## src/design/tcp_client_connection_fsm_top_assert.svh

```systemverilog
// Assertion macros for the TCP client connection block
`ifndef TCP_CLIENT_CONNECTION_FSM_TOP_ASSERT_SVH
`define TCP_CLIENT_CONNECTION_FSM_TOP_ASSERT_SVH
`ifndef SYNTHESIS
`define TCC_ASSERT_NOW(label, clk, rst, ante, cons) \
  label: assert property (@(posedge clk) disable iff (rst) (ante) |-> (cons)) \
    else $error("tcc assertion failed");
`define TCC_ASSERT_NEXT(label, clk, rst, ante, cons) \
  label: assert property (@(posedge clk) disable iff (rst) (ante) |=> (cons)) \
    else $error("tcc assertion failed");
`else
`define TCC_ASSERT_NOW(label, clk, rst, ante, cons)
`define TCC_ASSERT_NEXT(label, clk, rst, ante, cons)
`endif
`endif

```

## src/design/tcc_pkg.sv

```systemverilog
// Shared types and constants for the TCP client connection block
`default_nettype none
package tcc_pkg;

  localparam logic [3:0] ST_START        = 4'd0;
  localparam logic [3:0] ST_SYN_SENT     = 4'd1;
  localparam logic [3:0] ST_SYN_RECEIVED = 4'd2;
  localparam logic [3:0] ST_ESTABLISHED  = 4'd3;
  localparam logic [3:0] ST_FIN_WAIT1    = 4'd4;
  localparam logic [3:0] ST_FIN_WAIT2    = 4'd5;
  localparam logic [3:0] ST_CLOSE_WAIT   = 4'd6;
  localparam logic [3:0] ST_CLOSING      = 4'd7;
  localparam logic [3:0] ST_LAST_ACK     = 4'd8;
  localparam logic [3:0] ST_TIME_WAIT    = 4'd9;
  localparam logic [3:0] ST_CLOSED       = 4'd10;

  localparam logic OP_OPEN    = 1'b0;
  localparam logic OP_SEGMENT = 1'b1;

  localparam logic [1:0] REG_LOCAL_PORT     = 2'd0;
  localparam logic [1:0] REG_INITIAL_SEQ    = 2'd1;
  localparam logic [1:0] REG_REQUEST_LENGTH = 2'd2;
  localparam logic [1:0] REG_MAX_TRIES      = 2'd3;

  localparam logic [15:0] RST_LOCAL_PORT     = 16'd4000;
  localparam logic [10:0] RST_REQUEST_LENGTH = 11'd45;
  localparam logic [5:0]  RST_MAX_TRIES      = 6'd20;

  localparam int OUT_DEPTH = 4;
  localparam int PTR_W     = 2;
  localparam int CNT_W     = 3;

  typedef struct packed {
    logic [15:0] local_port;
    logic [31:0] initial_seq;
    logic [10:0] request_length;
    logic [5:0]  max_tries;
  } cfg_t;

  typedef struct packed {
    logic        opcode;
    logic        in_syn;
    logic        in_ack_flag;
    logic        in_fin;
    logic [31:0] in_seq;
    logic [31:0] in_ack_num;
    logic [10:0] in_payload_len;
    logic [15:0] in_dest_port;
  } item_t;

  typedef struct packed {
    logic [3:0]  fsm_state;
    logic [31:0] local_seq;
    logic [31:0] fin_seq;
    logic [31:0] remote_seq;
    logic [31:0] last_ack_seen;
    logic [5:0]  step_count;
    logic        done;
  } ctx_t;

  typedef struct packed {
    logic        out_syn;
    logic        out_ack;
    logic        out_fin;
    logic        out_psh;
    logic [31:0] out_seq;
    logic [31:0] out_ack_num;
    logic [10:0] out_payload_len;
    logic        out_last;
    logic        finished;
    logic [3:0]  conn_state;
  } beat_t;

  typedef struct packed {
    logic       upd;
    logic [1:0] n;
    beat_t      beat0;
    beat_t      beat1;
    ctx_t       ctx_next;
  } step_t;

endpackage
`default_nettype wire

```

## src/design/tcc_step.sv

```systemverilog
// One connection step: state update and up to two outgoing segment beats
`default_nettype none
module tcc_step (
  input  tcc_pkg::cfg_t  cfg,
  input  tcc_pkg::ctx_t  ctx,
  input  tcc_pkg::item_t item,
  output tcc_pkg::step_t step
);

  always_comb begin
    logic [31:0] lseq;
    logic [31:0] lack;
    logic [31:0] rseq;
    logic [31:0] finq;
    logic [31:0] base;
    logic [5:0]  cnt;
    logic [3:0]  st;
    logic [1:0]  n;
    logic        act;
    logic        syn_e;
    logic        fin_e;
    logic        psh_e;
    logic        done_n;

    lseq  = ctx.local_seq;
    lack  = ctx.last_ack_seen;
    rseq  = ctx.remote_seq;
    finq  = ctx.fin_seq;
    cnt   = ctx.step_count;
    st    = ctx.fsm_state;
    n     = 2'd0;
    act   = 1'b0;
    syn_e = 1'b0;
    fin_e = 1'b0;
    psh_e = 1'b0;

    if (item.opcode == tcc_pkg::OP_OPEN) begin
      if (ctx.fsm_state == tcc_pkg::ST_START || ctx.done) begin
        act   = 1'b1;
        st    = tcc_pkg::ST_SYN_SENT;
        lseq  = cfg.initial_seq;
        finq  = '0;
        rseq  = '0;
        lack  = '0;
        cnt   = '0;
        n     = 2'd1;
        syn_e = 1'b1;
      end
    end else if (ctx.fsm_state != tcc_pkg::ST_START && !ctx.done &&
                 item.in_dest_port == cfg.local_port) begin
      act  = 1'b1;
      rseq = item.in_seq + 32'(item.in_payload_len) + 32'(item.in_syn) + 32'(item.in_fin);
      if (item.in_ack_flag) begin
        lack = item.in_ack_num;
        lseq = item.in_ack_num;
      end
      unique case (ctx.fsm_state)
        tcc_pkg::ST_SYN_SENT: begin
          if (item.in_syn) begin
            if (item.in_ack_flag) begin
              st    = tcc_pkg::ST_ESTABLISHED;
              n     = 2'd2;
              psh_e = 1'b1;
            end else begin
              st = tcc_pkg::ST_SYN_RECEIVED;
              n  = 2'd1;
            end
          end
        end
        tcc_pkg::ST_SYN_RECEIVED: begin
          if (item.in_ack_flag) begin
            st    = tcc_pkg::ST_ESTABLISHED;
            n     = 2'd1;
            psh_e = 1'b1;
          end
        end
        tcc_pkg::ST_ESTABLISHED: begin
          n = 2'd1;
          if (item.in_fin) begin
            st    = tcc_pkg::ST_CLOSE_WAIT;
            fin_e = 1'b1;
          end else if (lack <= cfg.initial_seq + 32'd1) begin
            psh_e = 1'b1;
          end else begin
            st    = tcc_pkg::ST_FIN_WAIT1;
            fin_e = 1'b1;
          end
        end
        tcc_pkg::ST_FIN_WAIT1: begin
          if (item.in_fin) begin
            st = tcc_pkg::ST_CLOSING;
            n  = 2'd1;
          end else if (lack > ctx.fin_seq) begin
            st = tcc_pkg::ST_FIN_WAIT2;
          end
        end
        tcc_pkg::ST_FIN_WAIT2: begin
          if (item.in_fin) begin
            st = tcc_pkg::ST_TIME_WAIT;
          end
          n = 2'd1;
        end
        tcc_pkg::ST_CLOSE_WAIT: begin
          st    = tcc_pkg::ST_LAST_ACK;
          n     = 2'd1;
          fin_e = 1'b1;
        end
        tcc_pkg::ST_LAST_ACK: begin
          if (item.in_ack_flag) begin
            st = tcc_pkg::ST_CLOSED;
          end
        end
        default: begin
        end
      endcase
    end

    // every beat of a step carries the same sequence number
    base = lseq;
    if (fin_e) begin
      finq = base + 32'd1;
    end
    lseq = base + 32'(syn_e | fin_e) + (psh_e ? 32'(cfg.request_length) : 32'd0);
    cnt  = cnt + 6'd1;
    done_n = ctx.done;
    if (act) begin
      done_n = st == tcc_pkg::ST_TIME_WAIT || st == tcc_pkg::ST_CLOSED ||
               st == tcc_pkg::ST_CLOSING || cnt >= cfg.max_tries;
    end

    step.upd = act;
    step.n   = n;

    step.beat0.out_syn         = syn_e;
    step.beat0.out_ack         = !syn_e;
    step.beat0.out_fin         = fin_e;
    step.beat0.out_psh         = psh_e && n == 2'd1;
    step.beat0.out_seq         = base;
    step.beat0.out_ack_num     = rseq;
    step.beat0.out_payload_len = (psh_e && n == 2'd1) ? cfg.request_length : 11'd0;
    step.beat0.out_last        = n == 2'd1;
    step.beat0.finished        = done_n;
    step.beat0.conn_state      = st;

    step.beat1.out_syn         = 1'b0;
    step.beat1.out_ack         = 1'b1;
    step.beat1.out_fin         = 1'b0;
    step.beat1.out_psh         = 1'b1;
    step.beat1.out_seq         = base;
    step.beat1.out_ack_num     = rseq;
    step.beat1.out_payload_len = cfg.request_length;
    step.beat1.out_last        = 1'b1;
    step.beat1.finished        = done_n;
    step.beat1.conn_state      = st;

    step.ctx_next.fsm_state     = st;
    step.ctx_next.local_seq     = lseq;
    step.ctx_next.fin_seq       = finq;
    step.ctx_next.remote_seq    = rseq;
    step.ctx_next.last_ack_seen = lack;
    step.ctx_next.step_count    = cnt;
    step.ctx_next.done          = done_n;
  end

endmodule
`default_nettype wire

```

## src/design/tcc_out_fifo.sv

```systemverilog
// Result queue: takes up to two beats per cycle, hands out one
`default_nettype none
module tcc_out_fifo (
  input  logic              clk,
  input  logic              rst,
  input  logic [1:0]        push_n,
  input  tcc_pkg::beat_t    push0,
  input  tcc_pkg::beat_t    push1,
  input  logic              pop,
  output tcc_pkg::beat_t    head,
  output logic              not_empty,
  output logic              room
);

  tcc_pkg::beat_t mem [tcc_pkg::OUT_DEPTH];
  logic [tcc_pkg::PTR_W-1:0] wr_ptr;
  logic [tcc_pkg::PTR_W-1:0] rd_ptr;
  logic [tcc_pkg::CNT_W-1:0] count;
  logic [tcc_pkg::CNT_W-1:0] count_next;

  assign not_empty  = count != '0;
  assign room       = count <= tcc_pkg::CNT_W'(tcc_pkg::OUT_DEPTH - 2);
  assign head       = mem[rd_ptr];
  assign count_next = count + tcc_pkg::CNT_W'(push_n) - tcc_pkg::CNT_W'(pop);

  always_ff @(posedge clk) begin
    if (rst) begin
      wr_ptr <= '0;
      rd_ptr <= '0;
      count  <= '0;
    end else begin
      wr_ptr <= wr_ptr + tcc_pkg::PTR_W'(push_n);
      rd_ptr <= rd_ptr + tcc_pkg::PTR_W'(pop);
      count  <= count_next;
    end
  end

  always_ff @(posedge clk) begin
    if (push_n != 2'd0) begin
      mem[wr_ptr] <= push0;
    end
    if (push_n == 2'd2) begin
      mem[wr_ptr + tcc_pkg::PTR_W'(1)] <= push1;
    end
  end

endmodule
`default_nettype wire

```

## src/design/tcp_client_connection_fsm_top.sv

```systemverilog
// Top level of the TCP client connection block: input register, step logic, result queue.
// An item is registered on accept and its beats enter the queue once it has room for two beats,
// so with an empty queue they are written without waiting on the consumer. One item per cycle
// is taken while the four-entry result queue has room for two beats; drain sets the rate.
// Synchronous reset clears connection state, queue pointers and loads register defaults.
`default_nettype none
`include "tcp_client_connection_fsm_top_assert.svh"
module tcp_client_connection_fsm_top (
  input  logic        clk,
  input  logic        rst,
  input  logic        cfg_we,
  input  logic [1:0]  cfg_index,
  input  logic [31:0] cfg_data,
  input  logic        item_valid,
  output logic        item_ready,
  input  logic        opcode,
  input  logic        in_syn,
  input  logic        in_ack_flag,
  input  logic        in_fin,
  input  logic [31:0] in_seq,
  input  logic [31:0] in_ack_num,
  input  logic [10:0] in_payload_len,
  input  logic [15:0] in_dest_port,
  output logic        seg_valid,
  input  logic        seg_ready,
  output logic        out_syn,
  output logic        out_ack,
  output logic        out_fin,
  output logic        out_psh,
  output logic [31:0] out_seq,
  output logic [31:0] out_ack_num,
  output logic [10:0] out_payload_len,
  output logic        out_last,
  output logic        finished,
  output logic [3:0]  conn_state
);

  tcc_pkg::cfg_t  cfg;
  tcc_pkg::ctx_t  ctx;
  tcc_pkg::item_t item;
  tcc_pkg::step_t step;
  tcc_pkg::beat_t head;
  logic           in_full;
  logic           room;
  logic           proc;

  assign proc       = in_full && room;
  assign item_ready = !in_full || room;

  always_ff @(posedge clk) begin
    if (rst) begin
      cfg.local_port     <= tcc_pkg::RST_LOCAL_PORT;
      cfg.initial_seq    <= '0;
      cfg.request_length <= tcc_pkg::RST_REQUEST_LENGTH;
      cfg.max_tries      <= tcc_pkg::RST_MAX_TRIES;
    end else if (cfg_we) begin
      unique case (cfg_index)
        tcc_pkg::REG_LOCAL_PORT:     cfg.local_port     <= cfg_data[15:0];
        tcc_pkg::REG_INITIAL_SEQ:    cfg.initial_seq    <= cfg_data;
        tcc_pkg::REG_REQUEST_LENGTH: cfg.request_length <= cfg_data[10:0];
        tcc_pkg::REG_MAX_TRIES:      cfg.max_tries      <= cfg_data[5:0];
        default: begin
        end
      endcase
    end
  end

  always_ff @(posedge clk) begin
    if (rst) begin
      in_full <= 1'b0;
    end else if (item_valid && item_ready) begin
      in_full <= 1'b1;
    end else if (proc) begin
      in_full <= 1'b0;
    end
  end

  always_ff @(posedge clk) begin
    if (item_valid && item_ready) begin
      item.opcode         <= opcode;
      item.in_syn         <= in_syn;
      item.in_ack_flag    <= in_ack_flag;
      item.in_fin         <= in_fin;
      item.in_seq         <= in_seq;
      item.in_ack_num     <= in_ack_num;
      item.in_payload_len <= in_payload_len;
      item.in_dest_port   <= in_dest_port;
    end
  end

  always_ff @(posedge clk) begin
    if (rst) begin
      ctx <= '0;
    end else if (proc && step.upd) begin
      ctx <= step.ctx_next;
    end
  end

  tcc_step u_step (
    .cfg  (cfg),
    .ctx  (ctx),
    .item (item),
    .step (step)
  );

  tcc_out_fifo u_fifo (
    .clk       (clk),
    .rst       (rst),
    .push_n    (proc ? step.n : 2'd0),
    .push0     (step.beat0),
    .push1     (step.beat1),
    .pop       (seg_valid && seg_ready),
    .head      (head),
    .not_empty (seg_valid),
    .room      (room)
  );

  assign out_syn         = head.out_syn;
  assign out_ack         = head.out_ack;
  assign out_fin         = head.out_fin;
  assign out_psh         = head.out_psh;
  assign out_seq         = head.out_seq;
  assign out_ack_num     = head.out_ack_num;
  assign out_payload_len = head.out_payload_len;
  assign out_last        = head.out_last;
  assign finished        = head.finished;
  assign conn_state      = head.conn_state;

  `TCC_ASSERT_NOW(a_two_beat_last, clk, rst, proc && step.n == 2'd2,
    !step.beat0.out_last && step.beat1.out_last)
  `TCC_ASSERT_NEXT(a_open_syn_sent, clk, rst,
    proc && step.upd && item.opcode == tcc_pkg::OP_OPEN,
    ctx.fsm_state == tcc_pkg::ST_SYN_SENT && ctx.step_count == 6'd1)
  `TCC_ASSERT_NEXT(a_done_sticky, clk, rst,
    ctx.done && !(proc && item.opcode == tcc_pkg::OP_OPEN), ctx.done)

endmodule
`default_nettype wire

```

## config.mk

```make
export PLATFORM = sky130hd
export DESIGN_NAME = tcp_client_connection_fsm_top
export DESIGN_NICKNAME = d
export VERILOG_FILES = /design/src/design/tcc_pkg.sv /design/src/design/tcc_step.sv /design/src/design/tcc_out_fifo.sv /design/src/design/tcp_client_connection_fsm_top.sv
export VERILOG_INCLUDE_DIRS = /design/src /design/src/design
export SDC_FILE = /design/constraint.sdc
export NUM_CORES = 1
export LEC_CHECK = 0
export BUFFER_PORTS_ARGS = -buffer_cell sky130_fd_sc_hd__buf_2
export CORE_MARGIN = 8
export CORE_UTILIZATION = 57
export CTS_CLUSTER_DIAMETER = 200
export DETAILED_ROUTE_END_ITERATION = 6
export GPL_TIMING_DRIVEN = 0
export PLACE_DENSITY = 0.76
export SLEW_MARGIN = 20
export SYNTH_ARGS = -nofsm -noshare
export SYNTH_HDL_FRONTEND = slang
export SYNTH_SLANG_ARGS = --single-unit
```

## constraint.sdc

```tcl
create_clock -name clk -period 9.3 [get_ports clk]
set_clock_uncertainty 0.1 [all_clocks]
set_input_delay 2.79 -clock clk [delete_from_list [all_inputs] [get_ports clk]]
set_output_delay 2.79 -clock clk [all_outputs]
set_load 0.01 [all_outputs]
```

==> impl_metrics.xml <==
<?xml version="1.0" encoding="UTF-8"?>
<metrics>
  <group name="status">
    <metric name="run_status" unit="">finished with violations</metric>
    <metric name="violations" unit="">DRC</metric>
  </group>
  <group name="placement">
    <metric name="place_congestion" unit="">0.927</metric>
    <metric name="placement.cell_area" unit="um^2">33300</metric>
    <metric name="place_hpwl" unit="um">67400</metric>
    <metric name="numPortBuffers" unit="">219</metric>
  </group>
  <group name="logic_synthesis">
    <metric name="synthesis.nets" unit="">3037</metric>
    <metric name="netlist.area_leader.share" unit="">0.401</metric>
    <metric name="syn_avg_cell_area" unit="um^2">11.2</metric>
    <metric name="ys_ff_latch" unit="">647</metric>
    <metric name="synth_edf_count" unit="">415</metric>
    <metric name="syn-instance-count" unit="">2788</metric>
    <metric name="synth.yosys.warnings" unit="">0</metric>
    <metric name="synth.area.top_cells" unit="">edfxtp_1, dfxtp_1, mux4_2, nor2_1, ha_1</metric>
    <metric name="synth.lib_cells_used.distinct" unit="">90</metric>
    <metric name="synth_largest_area_cell" unit="">edfxtp_1</metric>
    <metric name="postSynth.asyncResetShare" unit="">0</metric>
    <metric name="ys.flop_type" unit="">edfxtp_1</metric>
    <metric name="fraction_of_the_yosys_area_taken_by_sequential_cells" unit="">0.550</metric>
    <metric name="mappedNetlistArea" unit="um^2">31100</metric>
  </group>
  <group name="setup_path">
    <metric name="setup.worst_path.class" unit="">reg2reg</metric>
    <metric name="number_of_cells_traversed_by_the_worst_register_to_register_path" unit="">31</metric>
    <metric name="crit-reg2reg-launch" unit="">cfg[19]</metric>
    <metric name="worst_r2r_endpoint" unit="">ctx[131]</metric>
    <metric name="critical_path_s_slowest_cell" unit="">a311oi_4</metric>
    <metric name="timing.critical_path.max_delay_family" unit="">simple AND/OR/NAND/NOR gates</metric>
    <metric name="largest_driver_fanout_on_the_critical_path" unit="">10</metric>
    <metric name="slowest_delay" unit="ps">490</metric>
    <metric name="critPathRequiredTime" unit="ps">9720</metric>
    <metric name="cp_num_cells" unit="">31</metric>
    <metric name="critical_path_buf_inv_count" unit="">1</metric>
    <metric name="end_kind" unit="">flop</metric>
    <metric name="worst_setup_path_start_kind" unit="">flop</metric>
    <metric name="worst_ep_arrival_time" unit="ps">9040</metric>
    <metric name="internal_reg_to_reg_setup_slack" unit="ps">670</metric>
  </group>
  <group name="pwr">
    <metric name="post-layout-total-power" unit="uW">7690</metric>
    <metric name="leakage" unit="uW">0.0128</metric>
    <metric name="vdd_drop_max" unit="V">0.000177</metric>
    <metric name="cellPowerDensity" unit="nW/um^2">215</metric>
  </group>
  <group name="global_routing">
    <metric name="grt_pass1_vias" unit="">24100</metric>
    <metric name="gr-total-overflow" unit="">0</metric>
    <metric name="grt_usage" unit="">0.291</metric>
    <metric name="antenna_violations_before_repair" unit="">0</metric>
    <metric name="grt_start_max_net_pins" unit="">64</metric>
    <metric name="grt_pass1_wl" unit="um">141000</metric>
  </group>
  <group name="die">
    <metric name="horiz_die_dim" unit="um">250</metric>
    <metric name="row_count" unit="">85</metric>
    <metric name="floorplan.initialDensity" unit="">0.577</metric>
    <metric name="die-area" unit="um^2">62300</metric>
    <metric name="top_level_ports" unit="">221</metric>
    <metric name="design.core.area" unit="um^2">53900</metric>
    <metric name="die_outline_height" unit="um">250</metric>
  </group>
  <group name="cts">
    <metric name="cts-hold-fix-buffers" unit="">0</metric>
    <metric name="post_cts_buffers" unit="">0</metric>
    <metric name="cts-buffers-inserted" unit="">70</metric>
    <metric name="worst_skew_pair.late_latency" unit="ps">630</metric>
    <metric name="cts_tree" unit="">done</metric>
    <metric name="root_buffer" unit="">clkbuf_16</metric>
    <metric name="tritoncts_num_sinks" unit="">647</metric>
    <metric name="cts_buffer_depth" unit="">3</metric>
    <metric name="clock_tree.htree_level_count" unit="">3</metric>
    <metric name="clkSlewWorstSetupHoldPaths" unit="ps">60</metric>
  </group>
  <group name="sta">
    <metric name="fmax" unit="MHz">116</metric>
    <metric name="timing.final.crit_share" unit="">0.927</metric>
    <metric name="timing_hold_violations_final" unit="">0</metric>
    <metric name="post-route-min-period" unit="ps">8630</metric>
    <metric name="timing.final.setup_violations" unit="">0</metric>
    <metric name="worst-slew-pin-transition" unit="ps">1190</metric>
    <metric name="rsz0062_at_grt" unit="">false</metric>
    <metric name="max_slew_margin" unit="">0.204</metric>
    <metric name="slew_viol_final" unit="">0</metric>
  </group>
  <group name="cells_and_area">
    <metric name="layout_area_overhead" unit="%">14.8</metric>
    <metric name="final.fill_count" unit="">4008</metric>
    <metric name="final_net_count" unit="">3334</metric>
    <metric name="fin_area" unit="um^2">35700</metric>
    <metric name="layout_cell_share_with_drive_strength_beyond_1" unit="">0.173</metric>
  </group>
  <group name="hold_path">
    <metric name="timing.hold.worst.start" unit="">ctx[33]</metric>
    <metric name="hold_path.class" unit="">reg2reg</metric>
    <metric name="whs_path_depth" unit="">2</metric>
    <metric name="worst_min_delay_path_endpoint" unit="">ctx[33]</metric>
  </group>
  <group name="route">
    <metric name="final_routed_wirelength_across_all_metal_layers" unit="um">92800</metric>
    <metric name="first_iter_violations" unit="">2683</metric>
    <metric name="final_antenna_net_count" unit="">0</metric>
    <metric name="avgViaCountPerCell" unit="">6.23</metric>
    <metric name="vias" unit="">23900</metric>
    <metric name="wl_per_cell" unit="um">24.2</metric>
    <metric name="firstDrtPassIters" unit="">7</metric>
    <metric name="post-route-drc-count" unit="">2</metric>
  </group>
  <group name="run">
    <metric name="timing.max_cap.violations" unit="">0</metric>
  </group>
</metrics>
==> synthesized netlist by cell type (11+ instances only) <==
library cell,instances
ha_1,110
xnor2_1,87
nor3_1,28
nand2_1,306
a22o_1,28
nand3_1,86
mux4_2,85
nand4_1,26
edfxtp_1,415
a2bb2oi_1,12
xor2_1,46
a211oi_1,29
dfxtp_1,232
and3_1,29
nand2b_1,26
o21ai_0,54
or3_1,12
nor4_1,11
clkbuf_1,129
and2_1,54
a21oi_1,189
buf_1,15
inv_1,92
a32o_1,12
nor2_1,399
a21o_1,15
mux2_2,38
nor2b_1,32
==> sequential cells by signal, summed over array words and instances, names as in the netlist <==
name           cells
u_fifo.wr_ptr      2
u_fifo.count       3
item              95
in_full            1
ctx              139
u_fifo.mem       340
cfg               65
u_fifo.rd_ptr      2
==> worst max path at each step <==
stage,endpoint,start,slack (ps)
3_3_place_gp,ctx[131],cfg[19],-250
3_5_place_dp,ctx[131],cfg[19],-290
5_1_grt,ctx[131],cfg[19],60
2_1_floorplan,ctx[131],cfg[19],2310
4_1_cts,ctx[131],cfg[19],20
6_report,ctx[131],cfg[19],670
==> cells by family after synthesis <==
family / count (synthesis) / share of synthesized area
AOI/OAI and AO/OA: 446 / 0.0960
xor gates and xnor gates: 133 / 0.0375
adders and majority gates: 115 / 0.0475
buffers and inverters: 252 / 0.0319
DFF: 647 / 0.550
muxes: 131 / 0.0779
and+or+nand+nor: 1064 / 0.159
==> placed cells by master, fill, tap and decap left out, types with 10 or more instances in the layout <==
| master | netlist | routed |
|---|---|---|
| edfxtp_1 | 415 | 415 |
| nor2_1 | 399 | 397 |
| nand2_1 | 306 | 306 |
| dfxtp_1 | 232 | 232 |
| buf_2 | 7 | 227 |
| a21oi_1 | 189 | 189 |
| clkbuf_1 | 129 | 147 |
| ha_1 | 110 | 110 |
| inv_1 | 92 | 88 |
| xnor2_1 | 87 | 87 |
| nand3_1 | 86 | 86 |
| mux4_2 | 85 | 85 |
| clkbuf_16 | 0 | 72 |
| and2_1 | 54 | 53 |
| o21ai_0 | 54 | 53 |
| xor2_1 | 46 | 46 |
| mux2_2 | 38 | 38 |
| nor2b_1 | 32 | 32 |
| and3_1 | 29 | 29 |
| a211oi_1 | 29 | 29 |
| a22o_1 | 28 | 28 |
| nor3_1 | 28 | 27 |
| nand2b_1 | 26 | 26 |
| nand4_1 | 26 | 26 |
| a21o_1 | 15 | 15 |
| buf_1 | 15 | 14 |
| clkinv_2 | 0 | 13 |
| or3_1 | 12 | 12 |
| a2bb2oi_1 | 12 | 12 |
| a32o_1 | 12 | 12 |
| or2_2 | 10 | 10 |
| nor3_2 | 9 | 10 |
| nor4_1 | 11 | 10 |
==> per-layer routing <==
metal,GRT usage,part of all wire,wire length [um]
met5,0,0,0
met4,0.122,0.042,3940
met3,0.0561,0.090,8310
met2,0.481,0.48,44300
met1,0.373,0.39,36200
==> metrics by stage <==
| step | instances | util | worst slack (ps) | hold slack, ps | setup TNS, ps |
|---|---|---|---|---|---|
| 5_1_grt | 3836 | 0.662 | 58.8 | 377 | 0 |
| 6_report | 3838 | 0.662 | 675 | 348 | 0 |
| 3_5_place_dp | 3709 | 0.617 | -295 | 341 | -1690 |
| 4_1_cts | 3836 | 0.661 | 23.8 | 349 | 0 |
| 3_3_place_gp | 3703 | 0.613 | -250 | 329 | -1420 |
| 2_1_floorplan | 2788 | - | 2310 | 318 | 0 |
==> where the power goes <==
part	total, uW	internal (uW)	switching (uW)
Combinational	1550	620	927
Clock	2910	1730	1180
Sequential	3230	3150	78.5
==> timing repair <==
| item | CTS | global route |
|---|---|---|
| pin swaps | 0 | 0 |
| gates resized for setup | 1 | 4 |
| endpoints found under the setup margin | 10 | 10 |
==> worst reg2reg max path: cells and delay by family, from the launching register on <==
| kind | cells | cell delay [ps] |
|---|---|---|
| simple gates | 17 | 4000 |
| compound gates | 8 | 2290 |
| fa+ha+maj | 3 | 1190 |
| flops | 1 | 440 |
| buf+inv | 1 | 260 |
| xor+xnor | 2 | 250 |
==> cell type report <==
type                            instances  area (um^2)  share of cell area
Antenna cell                            2         5.00            0.000140
Buffer                                159          644              0.0180
Clock buffer                           95         1940              0.0543
Clock inverter                         32          458              0.0128
Inverter                               93          369              0.0103
Multi-Input combinational cell       1889        13100               0.366
Sequential cell                       647        17100               0.479
Tap cell                              696          871              0.0244
Timing Repair Buffer                  225         1240              0.0348
(Power assumes the default switching activity.)
